[config.mk]
export PLATFORM = sky130hd
export DESIGN_NAME = sbus_frame_decoder
export DESIGN_NICKNAME = d
export VERILOG_FILES = /design/src/sbfd_pkg.sv /design/src/sbfd_front.sv /design/src/sbfd_queue.sv /design/src/sbfd_back.sv /design/src/sbus_frame_decoder.sv
export SDC_FILE = /design/constraint.sdc
export NUM_CORES = 2
export LEC_CHECK = 0
export ABC_CLOCK_PERIOD_IN_PS = 34300
export BUFFER_PORTS_ARGS = -buffer_cell sky130_fd_sc_hd__buf_2
export CAP_MARGIN = 20
export CORE_ASPECT_RATIO = 0.5
export CORE_MARGIN = 1.5
export CORE_UTILIZATION = 65
export DETAILED_ROUTE_END_ITERATION = 6
export GPL_TIMING_DRIVEN = 0
export HOLD_SLACK_MARGIN = 0.02
export PLACE_DENSITY = 0.87
export SYNTH_ARGS = -nofsm -noshare
export SYNTH_HDL_FRONTEND = slang
export SYNTH_HIERARCHICAL = 1
export SYNTH_SLANG_ARGS = --single-unit
[constraint.sdc]
create_clock -name clk -period 34.3 [get_ports clk]
set_clock_uncertainty 0.1 [all_clocks]
set_input_delay 6.86 -clock clk [delete_from_list [all_inputs] [get_ports clk]]
set_output_delay 6.86 -clock clk [all_outputs]
set_load 0.1 [all_outputs]
[src/sbfd_pkg.sv]
package sbfd_pkg;

  localparam int FRAME_BYTES = 25;
  localparam int CHANNELS    = 16;
  localparam int RAW_W       = 11;
  localparam int CH_BITS     = CHANNELS * RAW_W;
  // bytes 1..23 of a frame: channel data plus the flag byte
  localparam int KEEP_BITS   = 8 * (FRAME_BYTES - 2);
  localparam int ASM_BITS    = 8 * (FRAME_BYTES - 2);
  localparam int QDEPTH      = 2;

  localparam logic [4:0] LAST_POS    = 5'(FRAME_BYTES - 1);
  localparam logic [7:0] HEADER_BYTE = 8'h0F;
  localparam logic [7:0] END_BYTE    = 8'h00;
  localparam logic [3:0] LAST_CH     = 4'(CHANNELS - 1);

  typedef enum logic [1:0] {
    CMD_BYTE = 2'd0,
    CMD_GAP  = 2'd1,
    CMD_TICK = 2'd2,
    CMD_NONE = 2'd3
  } cmd_t;

  typedef enum logic [2:0] {
    REG_RAW_LOW   = 3'd0,
    REG_RAW_HIGH  = 3'd1,
    REG_OUT_LOW   = 3'd2,
    REG_OUT_HIGH  = 3'd3,
    REG_WINDOW    = 3'd4,
    REG_MIN_GOOD  = 3'd5,
    REG_FS_MASK   = 3'd6,
    REG_UNUSED    = 3'd7
  } reg_idx_t;

  typedef struct packed {
    logic [1:0] command;
    logic [7:0] rx_byte;
  } in_item_t;

  typedef struct packed {
    logic [3:0]         channel_index;
    logic signed [15:0] channel_value;
    logic               failsafe;
    logic               last;
  } out_item_t;

  typedef struct packed {
    logic [10:0]        raw_low;
    logic [10:0]        raw_high;
    logic signed [15:0] out_low;
    logic signed [15:0] out_high;
    logic [7:0]         window_ticks;
    logic [7:0]         min_good_frames;
    logic [7:0]         failsafe_mask;
  } cfg_t;

  typedef struct packed {
    logic               fs;
    logic [CH_BITS-1:0] raw;
  } job_t;

endpackage

[src/sbfd_front.sv]
module sbfd_front (
  input  logic              clk,
  input  logic              rst_n,
  input  sbfd_pkg::cfg_t    cfg,
  input  logic              in_valid,
  output logic              in_stall,
  input  sbfd_pkg::in_item_t in_data,
  output logic              push,
  output sbfd_pkg::job_t    push_job,
  input  logic              q_full
);
  import sbfd_pkg::*;

  logic [ASM_BITS-1:0]  asm_r;
  logic [KEEP_BITS-1:0] committed_r;
  logic [4:0]           pos_r;
  logic                 in_frame_r;
  logic [7:0]           good_r;
  logic [7:0]           tick_r;
  logic [7:0]           tick_nxt;
  logic                 take;
  logic                 win_end;
  logic                 flag_fs;

  assign in_stall = (in_data.command == CMD_TICK) && q_full;
  assign take     = in_valid && !in_stall;
  assign push     = take && (in_data.command == CMD_TICK);
  assign tick_nxt = tick_r + 8'd1;
  assign win_end  = (tick_nxt == cfg.window_ticks);
  assign flag_fs  = (committed_r[KEEP_BITS-1 -: 8] & cfg.failsafe_mask) != 8'd0;

  assign push_job.fs  = flag_fs || (win_end && (good_r < cfg.min_good_frames));
  assign push_job.raw = committed_r[CH_BITS-1:0];

  always_ff @(posedge clk) begin
    if (!rst_n) begin
      committed_r <= '0;
      pos_r       <= '0;
      in_frame_r  <= 1'b0;
      good_r      <= '0;
      tick_r      <= '0;
    end else if (take) begin
      unique case (in_data.command)
        CMD_BYTE: begin
          if (!in_frame_r) begin
            if (in_data.rx_byte == HEADER_BYTE) begin
              pos_r      <= 5'd1;
              in_frame_r <= 1'b1;
            end
          end else if (pos_r == LAST_POS) begin
            pos_r      <= '0;
            in_frame_r <= 1'b0;
            if (in_data.rx_byte == END_BYTE) begin
              committed_r <= asm_r;
              if (good_r != 8'hFF) good_r <= good_r + 8'd1;
            end
          end else begin
            pos_r <= pos_r + 5'd1;
          end
        end
        CMD_GAP: in_frame_r <= 1'b0;
        CMD_TICK: begin
          if (win_end) begin
            tick_r <= '0;
            good_r <= '0;
          end else begin
            tick_r <= tick_nxt;
          end
        end
        default: ;
      endcase
    end
  end

  // frame bytes shift in from the top; once the flag byte is in, bytes 1..23
  // sit low to high and the header has dropped out the bottom
  always_ff @(posedge clk) begin
    if (take && in_data.command == CMD_BYTE &&
        (in_frame_r || in_data.rx_byte == HEADER_BYTE)) begin
      asm_r <= {in_data.rx_byte, asm_r[ASM_BITS-1:8]};
    end
  end

endmodule

[src/sbfd_queue.sv]
module sbfd_queue (
  input  logic           clk,
  input  logic           rst_n,
  input  logic           push,
  input  sbfd_pkg::job_t push_job,
  output logic           full,
  input  logic           pop,
  output logic           empty,
  output sbfd_pkg::job_t pop_job
);
  import sbfd_pkg::*;

  job_t       mem_r [QDEPTH];
  logic       wr_r;
  logic       rd_r;
  logic [1:0] cnt_r;

  assign full    = (cnt_r == 2'(QDEPTH));
  assign empty   = (cnt_r == 2'd0);
  assign pop_job = mem_r[rd_r];

  always_ff @(posedge clk) begin
    if (!rst_n) begin
      wr_r  <= 1'b0;
      rd_r  <= 1'b0;
      cnt_r <= '0;
    end else begin
      if (push) wr_r <= ~wr_r;
      if (pop)  rd_r <= ~rd_r;
      if (push && !pop) cnt_r <= cnt_r + 2'd1;
      else if (pop && !push) cnt_r <= cnt_r - 2'd1;
    end
  end

  always_ff @(posedge clk) begin
    if (push) mem_r[wr_r] <= push_job;
  end

`ifndef SYNTHESIS
  a_no_overflow: assert property (@(posedge clk) disable iff (!rst_n) push |-> !full)
    else $error("queue push while full");
  a_no_underflow: assert property (@(posedge clk) disable iff (!rst_n) pop |-> !empty)
    else $error("queue pop while empty");
  a_count_bound: assert property (@(posedge clk) disable iff (!rst_n) cnt_r <= 2'(QDEPTH))
    else $error("queue count out of range");
`endif

endmodule

[src/sbfd_back.sv]
module sbfd_back (
  input  logic                clk,
  input  logic                rst_n,
  input  sbfd_pkg::cfg_t      cfg,
  input  logic                q_empty,
  input  sbfd_pkg::job_t      q_job,
  output logic                pop,
  output logic                out_valid,
  input  logic                out_stall,
  output sbfd_pkg::out_item_t out_data
);
  import sbfd_pkg::*;

  typedef enum logic [4:0] {
    S_IDLE = 5'b00001,
    S_MUL  = 5'b00010,
    S_DIV  = 5'b00100,
    S_FIN  = 5'b01000,
    S_EMIT = 5'b10000
  } state_t;

  state_t              st_r;
  logic [CH_BITS-1:0]  bits_r;
  logic [3:0]          ch_r;
  logic signed [28:0]  prod_r;
  logic                neg_r;
  logic [10:0]         dmag_r;
  logic [10:0]         rem_r;
  logic [28:0]         quo_r;
  logic [4:0]          cnt_r;
  out_item_t           res_r;

  logic signed [11:0]  dnum;
  logic signed [16:0]  drng;
  logic signed [11:0]  den;
  logic [28:0]         pmag;
  logic [11:0]         rshift;
  logic [12:0]         rdiff;
  logic signed [29:0]  quo_s;
  logic signed [30:0]  val;
  logic signed [15:0]  val_sat;
  logic                emit_done;

  assign dnum  = $signed({1'b0, bits_r[RAW_W-1:0]}) - $signed({1'b0, cfg.raw_low});
  assign drng  = 17'(cfg.out_high) - 17'(cfg.out_low);
  assign den   = $signed({1'b0, cfg.raw_high}) - $signed({1'b0, cfg.raw_low});
  assign pmag  = prod_r[28] ? 29'(-prod_r) : 29'(prod_r);

  assign rshift = {rem_r, quo_r[28]};
  assign rdiff  = {1'b0, rshift} - {2'b0, dmag_r};

  assign quo_s = neg_r ? -$signed({1'b0, quo_r}) : $signed({1'b0, quo_r});
  assign val   = 31'(quo_s) + 31'(cfg.out_low);
  always_comb begin
    priority if (val > 31'sd32767)  val_sat = 16'sh7FFF;
    else if (val < -31'sd32768)     val_sat = 16'sh8000;
    else                            val_sat = val[15:0];
  end

  assign pop       = (st_r == S_IDLE) && !q_empty;
  assign out_valid = (st_r == S_EMIT);
  assign out_data  = res_r;
  assign emit_done = res_r.last;

  always_ff @(posedge clk) begin
    if (!rst_n) begin
      st_r <= S_IDLE;
    end else begin
      unique case (st_r)
        S_IDLE: if (!q_empty) st_r <= q_job.fs ? S_EMIT : S_MUL;
        S_MUL:  st_r <= (den == 12'sd0) ? S_FIN : S_DIV;
        S_DIV:  if (cnt_r == 5'd0) st_r <= S_FIN;
        S_FIN:  st_r <= S_EMIT;
        S_EMIT: if (!out_stall) st_r <= emit_done ? S_IDLE : S_MUL;
        default: st_r <= S_IDLE;
      endcase
    end
  end

  always_ff @(posedge clk) begin
    unique case (st_r)
      S_IDLE: begin
        bits_r <= q_job.raw;
        ch_r   <= '0;
        res_r  <= '{channel_index: 4'd0, channel_value: 16'sd0, failsafe: 1'b1, last: 1'b1};
      end
      S_MUL: begin
        prod_r <= 29'(dnum) * 29'(drng);
        neg_r  <= dnum[11] ^ drng[16] ^ den[11];
        dmag_r <= den[11] ? 11'(-den) : 11'(den);
        quo_r  <= '0;
        rem_r  <= '0;
        cnt_r  <= 5'd29;
      end
      S_DIV: begin
        // load the dividend on the first step, then one quotient bit a cycle
        if (cnt_r == 5'd29) begin
          quo_r <= (prod_r == 29'sd0 || (dnum == 12'sd0) || (drng == 17'sd0)) ? '0 : pmag;
          neg_r <= neg_r && (prod_r != 29'sd0);
        end else if (!rdiff[12]) begin
          rem_r <= rdiff[10:0];
          quo_r <= {quo_r[27:0], 1'b1};
        end else begin
          rem_r <= rshift[10:0];
          quo_r <= {quo_r[27:0], 1'b0};
        end
        cnt_r <= cnt_r - 5'd1;
      end
      S_FIN: begin
        res_r <= '{channel_index: ch_r, channel_value: val_sat, failsafe: 1'b0,
                   last: (ch_r == LAST_CH)};
      end
      S_EMIT: begin
        if (!out_stall) begin
          ch_r   <= ch_r + 4'd1;
          bits_r <= bits_r >> RAW_W;
        end
      end
      default: ;
    endcase
  end

`ifndef SYNTHESIS
  a_fs_shape: assert property (@(posedge clk) disable iff (!rst_n)
    out_valid && out_data.failsafe |-> out_data.last && out_data.channel_value == 16'sd0)
    else $error("failsafe result malformed");
  a_last_ch: assert property (@(posedge clk) disable iff (!rst_n)
    out_valid && !out_data.failsafe |-> out_data.last == (out_data.channel_index == LAST_CH))
    else $error("last flag out of step with channel index");
  a_hold_stalled: assert property (@(posedge clk) disable iff (!rst_n)
    out_valid && out_stall |=> out_valid && $stable(out_data))
    else $error("stalled result changed");
`endif

endmodule

[src/sbus_frame_decoder.sv]
// SBUS frame decoder. Each input transfer carries a received byte, a gap
// timeout or a 10 ms tick. Bytes and timeouts are taken every cycle; a tick is
// held off only while two earlier ticks are still queued for decoding. A
// tick yields either one failsafe result or sixteen mapped channel values;
// each channel passes through the back end as one multiply, a dividend
// load and a 29-step restoring divider (skipped when raw_high equals
// raw_low), saturation and the result state, while a failsafe tick goes
// straight to its result. Configuration writes are taken at once.
module sbus_frame_decoder (
  input  logic                clk,
  input  logic                rst_n,
  input  logic                in_valid,
  output logic                in_stall,
  input  sbfd_pkg::in_item_t  in_data,
  output logic                out_valid,
  input  logic                out_stall,
  output sbfd_pkg::out_item_t out_data,
  input  logic                cfg_we,
  input  logic [2:0]          cfg_addr,
  input  logic [15:0]         cfg_wdata
);
  import sbfd_pkg::*;

  cfg_t cfg_r;
  logic push, pop, q_full, q_empty;
  job_t push_job, pop_job;

  always_ff @(posedge clk) begin
    if (!rst_n) begin
      cfg_r <= '{raw_low: 11'd172, raw_high: 11'd1811, out_low: 16'sd1000,
                 out_high: 16'sd2000, window_ticks: 8'd100, min_good_frames: 8'd5,
                 failsafe_mask: 8'd8};
    end else if (cfg_we) begin
      unique case (reg_idx_t'(cfg_addr))
        REG_RAW_LOW:  cfg_r.raw_low         <= cfg_wdata[10:0];
        REG_RAW_HIGH: cfg_r.raw_high        <= cfg_wdata[10:0];
        REG_OUT_LOW:  cfg_r.out_low         <= cfg_wdata;
        REG_OUT_HIGH: cfg_r.out_high        <= cfg_wdata;
        REG_WINDOW:   cfg_r.window_ticks    <= cfg_wdata[7:0];
        REG_MIN_GOOD: cfg_r.min_good_frames <= cfg_wdata[7:0];
        REG_FS_MASK:  cfg_r.failsafe_mask   <= cfg_wdata[7:0];
        default: ;
      endcase
    end
  end

  sbfd_front u_front (
    .clk, .rst_n, .cfg(cfg_r), .in_valid, .in_stall, .in_data,
    .push, .push_job, .q_full
  );

  sbfd_queue u_queue (
    .clk, .rst_n, .push, .push_job, .full(q_full), .pop, .empty(q_empty),
    .pop_job
  );

  sbfd_back u_back (
    .clk, .rst_n, .cfg(cfg_r), .q_empty, .q_job(pop_job), .pop,
    .out_valid, .out_stall, .out_data
  );

endmodule
# After elaboration in Yosys (flattened, before gate mapping)

Memory sizes are Yosys's and may differ from the RTL's. A register that Yosys moved wholly into a read port is not among the register bits.
Cells that the tools add are included.

Memories kept: 1
Bits in writable memories: 354
Bits of input ports: 34
Output and inout port bits: 24
Register bits: 765

Memory list:

| name          | depth | bits a word | read ports | clocked after memory_dff | wr ports | RTL line         | RTL |
|---|---|---|---|---|---|---|---|
| u_queue.mem_r | 2     | 177         | 1          | 1                        | 1        | sbfd_queue.sv:13 | `job_t mem_r [QDEPTH];` |

$add $sub $neg: 15
Reductions and logical operators: 52
Bitwise operators: 5
Muxes and demuxes: 47
Equality and inequality tests: 30
Multipliers: 1
Order comparisons: 3

Operators with widths:

| operator                                                                           | count |
|---|---|
| 176-bit one-hot mux with 2 select lines                                            | 1 |
| 176-bit 2-to-1 mux                                                                 | 1 |
| 29-bit 2-to-1 mux                                                                  | 3 |
| 29-bit one-hot mux with 2 select lines                                             | 1 |
| 8-bit 2-to-1 mux                                                                   | 6 |
| 22-bit one-hot mux with 2 select lines                                             | 1 |
| 5-bit 2-to-1 mux                                                                   | 7 |
| 11-bit 2-to-1 mux                                                                  | 3 |
| 16-bit 2-to-1 mux                                                                  | 2 |
| 30-bit by 16-bit adder with 31-bit output                                          | 1 |
| 31-bit by 16-bit greater-than comparator with 1-bit output (second input constant) | 1 |
| 31-bit by 16-bit less-than comparator with 1-bit output (second input constant)    | 1 |
| 30-bit 2-to-1 mux                                                                  | 1 |
| 29-bit negation with 30-bit output                                                 | 1 |
| 29-bit zero test                                                                   | 1 |
| 12-bit by 17-bit multiplier with 29-bit output                                     | 1 |
| 29-bit negation                                                                    | 1 |
| 29-bit nonzero test                                                                | 1 |
| 5-bit one-hot mux with 5 select lines                                              | 1 |
| 12-bit zero test                                                                   | 2 |
| 2-bit AND reduction                                                                | 12 |
| 11-bit by 11-bit subtractor with 12-bit output                                     | 2 |
| 11-bit one-hot mux with 2 select lines                                             | 1 |
| 17-bit zero test                                                                   | 1 |
| 48 further kinds                                                                   | 100 |

# Depth between registers and ports, before layout

Depth after elaboration: 9
Depth in mapped cells: 33

# Cells and area by module

The synthesis kept the hierarchy.

By module, submodules not included:

| module             | area each (um^2) | instances | sequential area each (um^2) | cells an instance |
|---|---|---|---|---|
| sbfd_back          | 24728.7          | 1         | 8748.4                      | 2692 |
| sbfd_front         | 15174.6          | 1         | 9649.3                      | 1360 |
| sbfd_queue         | 13528.0          | 1         | 10730.3                     | 573 |
| sbus_frame_decoder | 3079.2           | 1         | 1561.5                      | 297 |

# Least setup slack after synthesis

OpenSTA, ideal clock, no wires.

Path kind: input to register
Start: in out_stall
End: reg u_back.bits_r[0] (enable)
Slack: 13.815 ns
Setup time: 0.969 ns
Buffers on the path: 0
Arrival time: 19.416 ns
Cell stages on the path: 1
Path through: o21ai_0

Word-level cells in the longest chain between the ends: 2

RTL lines:

| what                                   | RTL line                 | RTL |
|---|---|---|
| start, declared                        | sbus_frame_decoder.sv:16 | `input logic out_stall,` |
| 2-bit inequality test (no source line) | --                       |  |
| 2-bit AND reduction (no source line)   | --                       |  |
| end signal, assigned                   | sbfd_back.sv:83          | `bits_r <= q_job.raw;` |
| end signal, assigned                   | sbfd_back.sv:116         | `bits_r <= bits_r >> RAW_W;` |
| end, declared                          | sbfd_back.sv:23          | `logic [CH_BITS-1:0] bits_r;` |

No other way between the ends.
A chain may end at the register's enable or synchronous reset.

# Worst setup path in the final report

Start: in in_data[9] in the netlist's numbering
End: out in_stall

Word-level cells in the longest chain between the ends: 2

RTL lines:

| what                | RTL line                 | RTL |
|---|---|---|
| start, declared     | sbus_frame_decoder.sv:14 | `input sbfd_pkg::in_item_t in_data,` |
| 2-bit equality test | sbfd_front.sv:25         | `assign in_stall = (in_data.command == CMD_TICK) && q_full;` |
| 1-bit logical AND   | sbfd_front.sv:25         |  |
| end, declared       | sbus_frame_decoder.sv:13 | `output logic in_stall,` |

No other way between the ends.

==> impl_metrics.toml <==
[clocking]
cts_root_buffer = "clkbuf_16"
ctsHoldBuffers = 0
clk_path_buf_depth = 3
cts_tree = "yes"
clk_latency_ps = 720
post_cts_buffers = 0
cts_resized = 0
cts.clk_slew.worst_paths_ps = 70
cts_num_sinks = 1120
h-tree-depth = 3
cts_buffers = 94

[grt]
grt_first_pass_wirelength_um = 215500
grt_antenna_before_repair = 4
grt.total_usage_pct = 31.59
grt_pass1_vias = 38816
overflow = 0
grt_max_degree = 63

[worst_setup_path]
worstPathCellList = "buf_2 -> nor2b_1 -> clkbuf_1 -> and2_1 -> buf_2"
crit_path_max_fanout = 10
r2r_start = "cfg_r[67]"
cpMostUsedCell = "buf_2"
worst-r2r-cell-count = 27
start_kind = "input port"
reg2reg_setup_slack_ps = 24340
arrival_ps = 8580
timing.rr.end = "u_back/prod_r[26]"
crit_path_max_incr_delay_ps = 480
crit_type = "in2out"
slowest_stage = "nor2b_1"
endpoint_kind = "primary output"
worstPathRequired_ps = 27340

[synthesis]
synth_edf_count = 826
synth.distinct_cells = 86
syn_area_per_cell_um2 = 11.48
ys_top_cells_by_area = "edfxtp_1, dfxtp_1, nand2_1, fa_1, ha_1"
synth_top_area_share_pct = 43.89
yosysWarnings = 6
syn_inst = 4922
synthTopCellsByCount = "nand2_1, edfxtp_1, inv_1, dfxtp_1, fa_1"
synth_fa_ha_area_share_pct = 10.37
synthMuxAreaShare_pct = 6.022
synth_most_common_cell = "nand2_1"
synth-xor-area-share_pct = 2.542
yosysTopAreaCell = "edfxtp_1"
async_flop_share_pct = 0
synth-main-ff-cell = "edfxtp_1"
synth_fp_nets = 5308
synth_simple_gate_area_share_pct = 12.89
synth_compound_area_share_pct = 7.517
syn-cell-area_um2 = 56510
ys_ff_latch = 1120
ys_seq_area_share_pct = 54.31
synth_top_family_by_area = "simple AND/OR/NAND/NOR gates"

[die]
start_util_pct = 65.67
design.core.area_um2 = 86060
fp.dieW_um = 420.0
chipHeight_um = 211.5
ios = 58
die_area_um2 = 88820
rows = 76

[route]
vias = 38231
firstDrtPassIters = 6
post_drt_wl_per_cell_um = 21.97
drt_iter0_markers = 3931
ant_nets = 0
drc_errors = 0
routed_via_density = 6.013
drt-total-wl_um = 139700

[layout]
areaGrowthSynthToFinish_pct = 10.21
drive_above_1_share_pct = 13.48
nNetsFinal = 5490
fin_util_pct = 72.37
nFillCells = 5135
final_cell_area_um2 = 62280

[sta]
fin_setup_tns_ps = 0
slew_headroom_pct = 9.977
min_period_over_period_pct = 45.30
fmax_mhz = 64.36
rsz0062_at_grt = "false"
hold_viol_final = 0
drv_slew = 0
tightest_slew_ps = 1340
finalSetupViolCount = 0
min_period_ps = 15540

[min_path]
hold_start = "u_front/asm_r[26]"
hold_path_class = "reg2reg"
min_to = "u_front/asm_r[18]"
holdPathStages = 0

[place]
gp_congestion = 0.9644
io_buffer_count = 53
dpl.hpwl_um = 94220
placed_area_um2 = 58880

[run_status]
outcome = "finished, final reports clean"

[flow_run]
cap_violations = 0
[cell families after synthesis]
kind of cell | count (synthesis)
flops | 1120
simple gates | 1681
mux | 269
buf+inv | 722
xor+xnor | 164
fa+ha+maj | 352
compound gates | 614
[placed cells by master, fill, tap and decap left out, types with 101 or more instances in the layout]
cell and instances:
xnor2_1 119, ha_1 158, buf_4 182, clkbuf_1 172, edfxtp_1 826, o21ai_0 108
inv_1 336, nor2_1 137, nand2_1 1187, fa_1 194, a21boi_0 185, dfxtp_1 294
mux2_4 130, clkbuf_16 101
[per-layer routing]
layer	GRT usage, %	share of wire [%]	vias up
li1	-	-	16965
met1	39.58	38	18745
met2	53.39	49	2067
met3	4.978	8.0	452
met4	16.49	5.4	2
met5	0	0.0093	-
[layout make-up]
cell class | instances | area (um^2) | area share [%]
antenna | 2 | 5.005 | 0.008036
buffer | 384 | 2318 | 3.723
clock buffer | 134 | 2791 | 4.482
clock inverter | 44 | 564.3 | 0.9060
inverter | 338 | 1269 | 2.037
multi-input combinational | 3080 | 22270 | 35.76
sequential | 1120 | 30690 | 49.28
tap | 1170 | 1464 | 2.350
timing repair buffer | 86 | 908.4 | 1.459
[state kept, by name, summed over array words and instances, names as in the netlist, 8 cells and up, named ones only]
signal / flops
u_back/quo_r: 29
u_front/good_r: 8
u_queue/mem_r: 354
cfg_r: 78
u_front/asm_r: 184
u_back/dmag_r: 11
u_back/out_data: 21
u_back/bits_r: 176
u_back/prod_r: 29
u_front/tick_r: 8
u_back/rem_r: 11
u_front/committed_r: 184
[critical path: cells and delay by family]
kind,cells,cell delay (ps)
buffers and inverters,3,970
and+or+nand+nor,2,750
[through the flow]
step | std cells | setup slack [ps] | hold slack, ps
after CTS | 6353 | 18850 | 352.4
final | 6358 | 18760 | 353.9
after floorplan | 4922 | 13810 | 326.2
after detailed placement | 6175 | 18870 | 332.7
after global routing | 6358 | 18740 | 359.0
after global placement | 6145 | 8152 | 330.6
[how the worst max path moves through the flow]
stage	start	end	depth (start not counted)
floorplan	out_stall	u_back/bits_r[0]	1
global placement	out_stall	u_back/bits_r[77]	2
finish	in_data[9]	in_stall	5
global route	in_data[9]	in_stall	5
detailed placement	in_data[9]	in_stall	5
CTS	in_data[9]	in_stall	5
Power is left out: the tool's default activity adds up to more than one toggle a clock period on the data nets, which glitch-free logic cannot reach.
